<file path="config.mk">
export PLATFORM = sky130hd
export DESIGN_NAME = imu_serial_frame_parser
export DESIGN_NICKNAME = d
export VERILOG_FILES = /design/src/rtl/core/isfp_pkg.sv /design/src/rtl/core/isfp_frame_tracker.sv /design/src/rtl/core/isfp_result_reg.sv /design/src/rtl/core/imu_serial_frame_parser.sv
export SDC_FILE = /design/constraint.sdc
export NUM_CORES = 1
export LEC_CHECK = 0
export BUFFER_PORTS_ARGS = -buffer_cell sky130_fd_sc_hd__buf_2
export CAP_MARGIN = 10
export CELL_PAD_IN_SITES_DETAIL_PLACEMENT = 2
export CELL_PAD_IN_SITES_GLOBAL_PLACEMENT = 2
export CORE_UTILIZATION = 41
export CTS_CLUSTER_SIZE = 10
export DETAILED_ROUTE_END_ITERATION = 7
export GPL_ROUTABILITY_DRIVEN = 0
export PLACE_DENSITY_LB_ADDON = 0.25
export SYNTH_ARGS = -nofsm -noshare
export SYNTH_HDL_FRONTEND = slang
export SYNTH_HIERARCHICAL = 1
export SYNTH_SLANG_ARGS = --single-unit
</file>
<file path="constraint.sdc">
create_clock -name clk -period 10.4 [get_ports clk]
set_input_delay 1.04 -clock clk [delete_from_list [all_inputs] [get_ports clk]]
set_output_delay 1.04 -clock clk [all_outputs]
set_load 0.02 [all_outputs]
</file>
<file path="src/rtl/core/isfp_pkg.sv">
`timescale 1ns / 1ps
// ----------------------------------------------------------------------------
// isfp_pkg
// Shared constants and types for the IMU serial frame parser.
// ----------------------------------------------------------------------------
package isfp_pkg;

    localparam int unsigned POS_WIDTH     = 4;
    localparam int unsigned PAYLOAD_WIDTH = 64;
    localparam int unsigned KIND_WIDTH    = 3;

    localparam logic [7:0] HEADER_BYTE = 8'h55;
    localparam logic [7:0] KIND_FIRST  = 8'h50;
    localparam logic [7:0] KIND_LAST   = 8'h54;

    localparam int unsigned FRAME_LENGTH = 11;

    localparam logic [POS_WIDTH-1:0] POS_HUNT     = POS_WIDTH'(0);
    localparam logic [POS_WIDTH-1:0] POS_KIND     = POS_WIDTH'(1);
    localparam logic [POS_WIDTH-1:0] POS_DATA_FIRST = POS_WIDTH'(2);
    localparam logic [POS_WIDTH-1:0] POS_DATA_LAST  = POS_WIDTH'(FRAME_LENGTH - 2);
    localparam logic [POS_WIDTH-1:0] POS_CHECKSUM = POS_WIDTH'(FRAME_LENGTH - 1);

    typedef struct packed {
        logic                     valid;
        logic [KIND_WIDTH-1:0]    kind;
        logic [PAYLOAD_WIDTH-1:0] payload;
    } frame_result_t;

endpackage

</file>
<file path="src/rtl/core/isfp_frame_tracker.sv">
`timescale 1ns / 1ps
// ----------------------------------------------------------------------------
// isfp_frame_tracker
// Tracks the byte position within a frame, captures the type byte and shifts
// in the payload bytes; flags a finished frame of a known type.
// ----------------------------------------------------------------------------
module isfp_frame_tracker
(
    input  logic                   clk,
    input  logic                   rst_n,
    input  logic                   byte_take,
    input  logic [7:0]             rx_byte,
    output logic                   at_checksum,
    output isfp_pkg::frame_result_t result
);

    import isfp_pkg::*;

    logic [POS_WIDTH-1:0]     position_reg;
    logic [POS_WIDTH-1:0]     position_next;
    logic [7:0]               kind_byte_reg;
    logic [7:0]               kind_byte_next;
    logic [PAYLOAD_WIDTH-1:0] payload_shift_reg;
    logic [PAYLOAD_WIDTH-1:0] payload_shift_next;
    logic                     kind_known;

    assign kind_known  = (kind_byte_reg >= KIND_FIRST) && (kind_byte_reg <= KIND_LAST);
    assign at_checksum = (position_reg == POS_CHECKSUM);

    always_comb
    begin
        position_next      = position_reg;
        kind_byte_next     = kind_byte_reg;
        payload_shift_next = payload_shift_reg;
        result.valid       = 1'b0;
        result.kind        = KIND_WIDTH'(kind_byte_reg - KIND_FIRST);
        result.payload     = payload_shift_reg;
        if (byte_take)
        begin
            case (position_reg) inside
                POS_KIND:
                begin
                    kind_byte_next = rx_byte;
                    position_next  = POS_DATA_FIRST;
                end
                [POS_DATA_FIRST:POS_DATA_LAST]:
                begin
                    payload_shift_next = {rx_byte, payload_shift_reg[PAYLOAD_WIDTH-1:8]};
                    position_next      = position_reg + POS_WIDTH'(1);
                end
                POS_CHECKSUM:
                begin
                    position_next = POS_HUNT;
                    result.valid  = kind_known;
                end
                default:
                begin
                    if (rx_byte == HEADER_BYTE)
                    begin
                        position_next      = POS_KIND;
                        payload_shift_next = '0;
                    end
                    else
                    begin
                        position_next = POS_HUNT;
                    end
                end
            endcase
        end
    end

    always_ff @(posedge clk or negedge rst_n)
    begin
        if (!rst_n)
        begin
            position_reg      <= POS_HUNT;
            kind_byte_reg     <= '0;
            payload_shift_reg <= '0;
        end
        else
        begin
            position_reg      <= position_next;
            kind_byte_reg     <= kind_byte_next;
            payload_shift_reg <= payload_shift_next;
        end
    end

endmodule

</file>
<file path="src/rtl/core/isfp_result_reg.sv">
`timescale 1ns / 1ps
// ----------------------------------------------------------------------------
// isfp_result_reg
// Output register that holds one decoded frame until the downstream side
// takes it.
// ----------------------------------------------------------------------------
module isfp_result_reg
(
    input  logic                                   clk,
    input  logic                                   rst_n,
    input  isfp_pkg::frame_result_t                result,
    input  logic                                   out_stall,
    output logic                                   out_valid,
    output logic [isfp_pkg::KIND_WIDTH-1:0]        frame_kind,
    output logic [isfp_pkg::PAYLOAD_WIDTH-1:0]     frame_payload
);

    import isfp_pkg::*;

    logic                     valid_reg;
    logic                     valid_next;
    logic [KIND_WIDTH-1:0]    kind_reg;
    logic [PAYLOAD_WIDTH-1:0] payload_reg;

    always_comb
    begin
        valid_next = valid_reg;
        if (result.valid)
        begin
            valid_next = 1'b1;
        end
        else if (!out_stall)
        begin
            valid_next = 1'b0;
        end
    end

    always_ff @(posedge clk or negedge rst_n)
    begin
        if (!rst_n)
        begin
            valid_reg <= 1'b0;
        end
        else
        begin
            valid_reg <= valid_next;
        end
    end

    always_ff @(posedge clk)
    begin
        if (result.valid)
        begin
            kind_reg    <= result.kind;
            payload_reg <= result.payload;
        end
    end

    assign out_valid     = valid_reg;
    assign frame_kind    = kind_reg;
    assign frame_payload = payload_reg;

endmodule

</file>
<file path="src/rtl/core/imu_serial_frame_parser.sv">
`timescale 1ns / 1ps
// ----------------------------------------------------------------------------
// imu_serial_frame_parser
// Assembles 11-byte IMU frames (header 0x55, type, eight payload bytes,
// checksum) from a serial byte stream and emits the known frame types.
// ----------------------------------------------------------------------------
// The parser takes one byte per clock cycle. A decoded frame appears on the
// output the cycle after its checksum byte is accepted and stays there until
// it is taken. Only the byte that would complete a frame is held off while a
// previous result is still waiting, so the position counter and payload shift
// register never stop for any other byte. The checksum byte is not verified.
// ----------------------------------------------------------------------------
module imu_serial_frame_parser
(
    input  logic                                   clk,
    input  logic                                   rst_n,
    input  logic                                   in_valid,
    output logic                                   in_stall,
    input  logic [7:0]                             rx_byte,
    output logic                                   out_valid,
    input  logic                                   out_stall,
    output logic [isfp_pkg::KIND_WIDTH-1:0]        frame_kind,
    output logic [isfp_pkg::PAYLOAD_WIDTH-1:0]     frame_payload
);

    import isfp_pkg::*;

    logic          byte_take;
    logic          at_checksum;
    frame_result_t result;

    assign in_stall  = at_checksum && out_valid && out_stall;
    assign byte_take = in_valid && !in_stall;

    isfp_frame_tracker u_tracker
    (
        .clk         (clk),
        .rst_n       (rst_n),
        .byte_take   (byte_take),
        .rx_byte     (rx_byte),
        .at_checksum (at_checksum),
        .result      (result)
    );

    isfp_result_reg u_result
    (
        .clk           (clk),
        .rst_n         (rst_n),
        .result        (result),
        .out_stall     (out_stall),
        .out_valid     (out_valid),
        .frame_kind    (frame_kind),
        .frame_payload (frame_payload)
    );

endmodule

</file>
* Word-level counts from Yosys, hierarchy flattened *
Cells that the tools add are included.

storage, ports and cells
  input port bits = 12
  word-level logic and storage cells = 40
  register bits = 144
  output and inout port bits = 69

operators by class
  muxes and demuxes = 13
  $add $sub $neg = 2
  bitwise logic cells = 1
  reduce and logical (&&, ||, !) cells = 9
  equality and inequality tests = 5
  order comparisons = 4

operator list
  operator                                                                              number
  64-bit two-way mux                                                                    3
  4-bit two-way mux                                                                     3
  8-bit by 7-bit == test with 1-bit output (second input constant)                      1
  8-bit by 7-bit greater-or-equal comparator with 1-bit output (second input constant)  1
  8-bit by 7-bit <= comparator with 1-bit output (second input constant)                1
  1-bit two-way mux                                                                     7
  1-bit logical AND                                                                     5
  4-bit by 1-bit adder with 4-bit output (second input constant)                        1
  4-bit by 1-bit == test with 1-bit output (second input constant)                      1
  4-bit == test (second input constant)                                                 1
  4-bit by 2-bit greater-or-equal comparator with 1-bit output (second input constant)  1
  4-bit <= comparator (second input constant)                                           1
  2-bit by 1-bit != test with 1-bit output (second input constant)                      2
  4-bit AND reduction                                                                   1
  3-bit by 1-bit subtractor with 3-bit output (second input constant)                   1
  2-bit AND reduction                                                                   1
  2-bit nonzero test                                                                    1
  1-bit zero test                                                                       1
  1-bit NOT                                                                             1

* Logic depth before layout (Yosys ltp) *
  depth after elaboration = 7
  gate-level depth with buffers = 12
  depth with buffers taken out = 9

* Hierarchy *
Netlist, hierarchy kept.

by module, submodules not included
  module                   area an instance (µm²)  sequential area each (µm²)  cells an instance  times used
  isfp_frame_tracker       3064.2                  1901.8                      204                1
  isfp_result_reg          2044.5                  2037.0                      69                 1
  imu_serial_frame_parser  20.0                    0.0                         2                  1

* Worst setup path before layout *
No wires, ideal clock.

  kind = input port to flip-flop
  from = input out_stall
  to = register u_result.kind_reg[0], in the netlist u_result/frame_kind[0], enable pin
  setup slack = 1.605 ns
  library setup time = 0.661 ns
  arrival time = 8.134 ns
  cell stages on the path = 5
  required time = 9.739 ns
  buffers on the path = 1
  path through = and3_4 nor2b_2 clkbuf_1 nand2b_1 nor4_1

RTL lines
  what                    line                           RTL
  start: declaration      imu_serial_frame_parser.sv:21  input logic out_stall,
  end signal: assignment  isfp_result_reg.sv:54          kind_reg <= result.kind;
  end: declaration        isfp_result_reg.sv:22          logic [KIND_WIDTH-1:0] kind_reg;

==> flow_summary.toml <==
[layout]
fillers = 1148
final_nets = 375
fin_cells = 540
design_area_um2 = 6150
area_growth_pct = 19.9
diodes = 0
regArea_um2 = 3940
multiInputGateArea_um2 = 973
layout-drive-gt1-share = 0.339

[setup_path]
cp-end-kind = "flop"
cp.arrival_ps = 2900
crit_chain = "inv_1 -> ha_1 -> nand2_2 -> nor2_1 -> and3_4 -> nor2b_2 -> nand2b_1 -> nor4_2 -> buf_4"
crit_type = "flop to flop"
worstPathRequired_ps = 10450
r2r_setup_slack_ps = 7550
path_buf_inv = 2
slowest_stage = "buf_4"
path_delay_family = "simple AND/OR/NAND/NOR gates"
startpoint_type = "flop"
crit_fanout = 43
max_stage_delay_ps = 540

[sta]
finalSetupTns_ps = 0
relSlewSlack = 0.332
max_freq_ghz = 0.351
skew_ps = 6.58
finalCriticalPeriod_ps = 2850
tightestPinTransition_ps = 1000
setup_violations = 0
setup_ws_ps = 7550
slew_viol_final = 0
finalHoldViolCount = 0
rsz0062_at_grt = "no"
period_share = 0.274

[global_route]
grt_usage = 0.185
grt_max_degree = 78
grt_pass1_wl_mm = 17.2
grt_pass1_vias = 2933
grt_overflow = 0
antenna_found_initial = 0

[synthesis]
syn-instance-count = 275
synth_edf_count = 67
yosys.area_share.simple = 0.0293
synth_compound_area_frac = 0.132
synthAdderAreaFrac = 0.00976
synth_seq_area_share = 0.768
muxShareOfSynthArea = 0.0176
async_flop_share = 0.535
synth_xor_area_frac = 0
ys_types = 35
synth-seq-cells = 144
synth_nets = 291
yosys_most_used_dff = "dfrtp_1"
synth_area_um2 = 5130
yosys_warnings = 6
syn_avg_cell_area_um2 = 18.6
synth_top_family_by_area = "compound AO/OA/AOI/OAI gates"

[floorplanning]
initial_core_util = 0.423
row_count = 40
ioPinCount = 81
core_um2 = 12100
die_h_um = 114
die_w_um = 114
fp.dieArea_um2 = 13000

[power]
p_per_area_nw_per_um2 = 298
ir_drop_v = 0.000129
leakage_nw = 2.65
p_total_w = 0.00183

[min_path]
hold_path_class = "flop to flop"

[route]
drt_pass1_iterations = 4
post-route-drc-count = 0
routed_wl_mm = 10.8
drtIter0Drc = 156
routedWlPerCell_um = 20.0
vias = 2787
via_per_inst = 5.16
antenna_left = 0

[clocking]
cts_setup_buffers = 0
cts.repair.resized = 0
clk_pin_slew_ps = 50
cts_buffer_depth = 2
postCtsHoldBufs = 0
cts_root_buffer = "clkbuf_16"
cts_made_buffers = 17
tritoncts = "yes"
clk_latency_ps = 420
cts_max_level = 4
clock_sinks = 144

[placement]
place.port_buffers = 80
dp_slack_ps = 7280
dpl.hpwl_mm = 6.56
place_inst = 508
place_area_um2 = 5560

[run_status]
status = "completed"

[run]
drv_cap = 0
[layout by cell type (no fill, tap or decap), drive strengths merged, types with 2 or more instances in the layout]
master and count:
dfrtp 77, mux2 8, or4bb 2, nand2b 2, clkinv 4, nor2 4, nand3 2, nor4 2
bufinv 3, inv 2, nand4b 2, ha 4, edfxtp 67, buf 83, a31oi 2, a21o 2
nand2 2, a22o 64, clkbuf 25, o21ai 3
[routing by layer]
| layer | wire length, um | track usage | vias up |
|---|---|---|---|
| met5 | 0 | 0 | - |
| met4 | 225 | 0.0909 | 0 |
| met3 | 387 | 0.0505 | 17 |
| met2 | 5590 | 0.302 | 66 |
| met1 | 4610 | 0.229 | 1462 |
| li1 | - | - | 1242 |
[synth_stat cells (2+ instances only)]
cell type	instances	area [um^2]
a22o_1	64	561
inv_1	2	7.51
nor4_1	2	12.5
ha_1	4	50.1
a21o_1	2	15.0
edfxtp_1	67	2010
o21ai_0	2	10.0
or4bb_1	2	22.5
nand4b_1	2	17.5
buf_8	6	90.1
nand2b_1	2	12.5
buf_4	3	22.5
mux2_2	8	90.1
nor2_1	4	15.0
nand3_1	2	10.0
buf_6	7	78.8
a31oi_1	2	12.5
dfrtp_1	77	1930
[cell type report]
cell class,count,area share
sequential,144,0.640
multi-input combinational,111,0.158
clock buffer,25,0.0789
timing repair buffer,83,0.0692
tap,168,0.0342
clock inverter,7,0.0177
inverter,2,0.00122
[through the flow]
stage | util | hold WS, ps
2_1_floorplan | - | 426
3_3_place_gp | 0.459 | 442
3_5_place_dp | 0.459 | 434
4_1_cts | 0.508 | 460
5_1_grt | 0.508 | 467
6_report | 0.508 | 456
[worst paths after layout]
| kind | cells past startpoint | endpoint | startpoint |
|---|---|---|---|
| worst max-delay path | 9 | u_result/frame_payload[33] | u_tracker/position_reg[0] |
| worst min-delay path | 0 | u_result/frame_payload[0] | u_tracker/payload_shift_reg[0] |
| worst max register to register | 9 | u_result/frame_payload[33] | u_tracker/position_reg[0] |
| worst min register to register | 0 | u_result/frame_payload[0] | u_tracker/payload_shift_reg[0] |
| max in group asynchronous | 1 | u_tracker/payload_shift_reg[50] | rst_n |
| min in group asynchronous | 1 | u_tracker/position_reg[2] | rst_n |
[worst register-to-register path: stages, from the launching register on]
cell and delay (ps):
dfrtp_1 410, inv_1 110, ha_1 240, nand2_2 110, nor2_1 50, and3_4 170
nor2b_2 320, nand2b_1 150, nor4_2 350, buf_4 540
[logic make-up (layout without fill, tap and decap cells)]
logic type,count (synthesis),after routing
DFF,144,144
AOI/OAI and AO/OA,77,77
and+or+nand+nor,22,22
buffers and inverters,20,117
muxes,8,8
adders and majority gates,4,4
[where the power goes]
| part | leakage, nW | switching [W] | internal [W] |
|---|---|---|---|
| Sequential | 1.61 | 0.000119 | 0.000755 |
| Combinational | 0.746 | 0.000186 | 0.000157 |
| Clock | 0.293 | 0.000219 | 0.000394 |
| Total | 2.65 | 0.000523 | 0.00131 |
(Power assumes the default switching activity.)
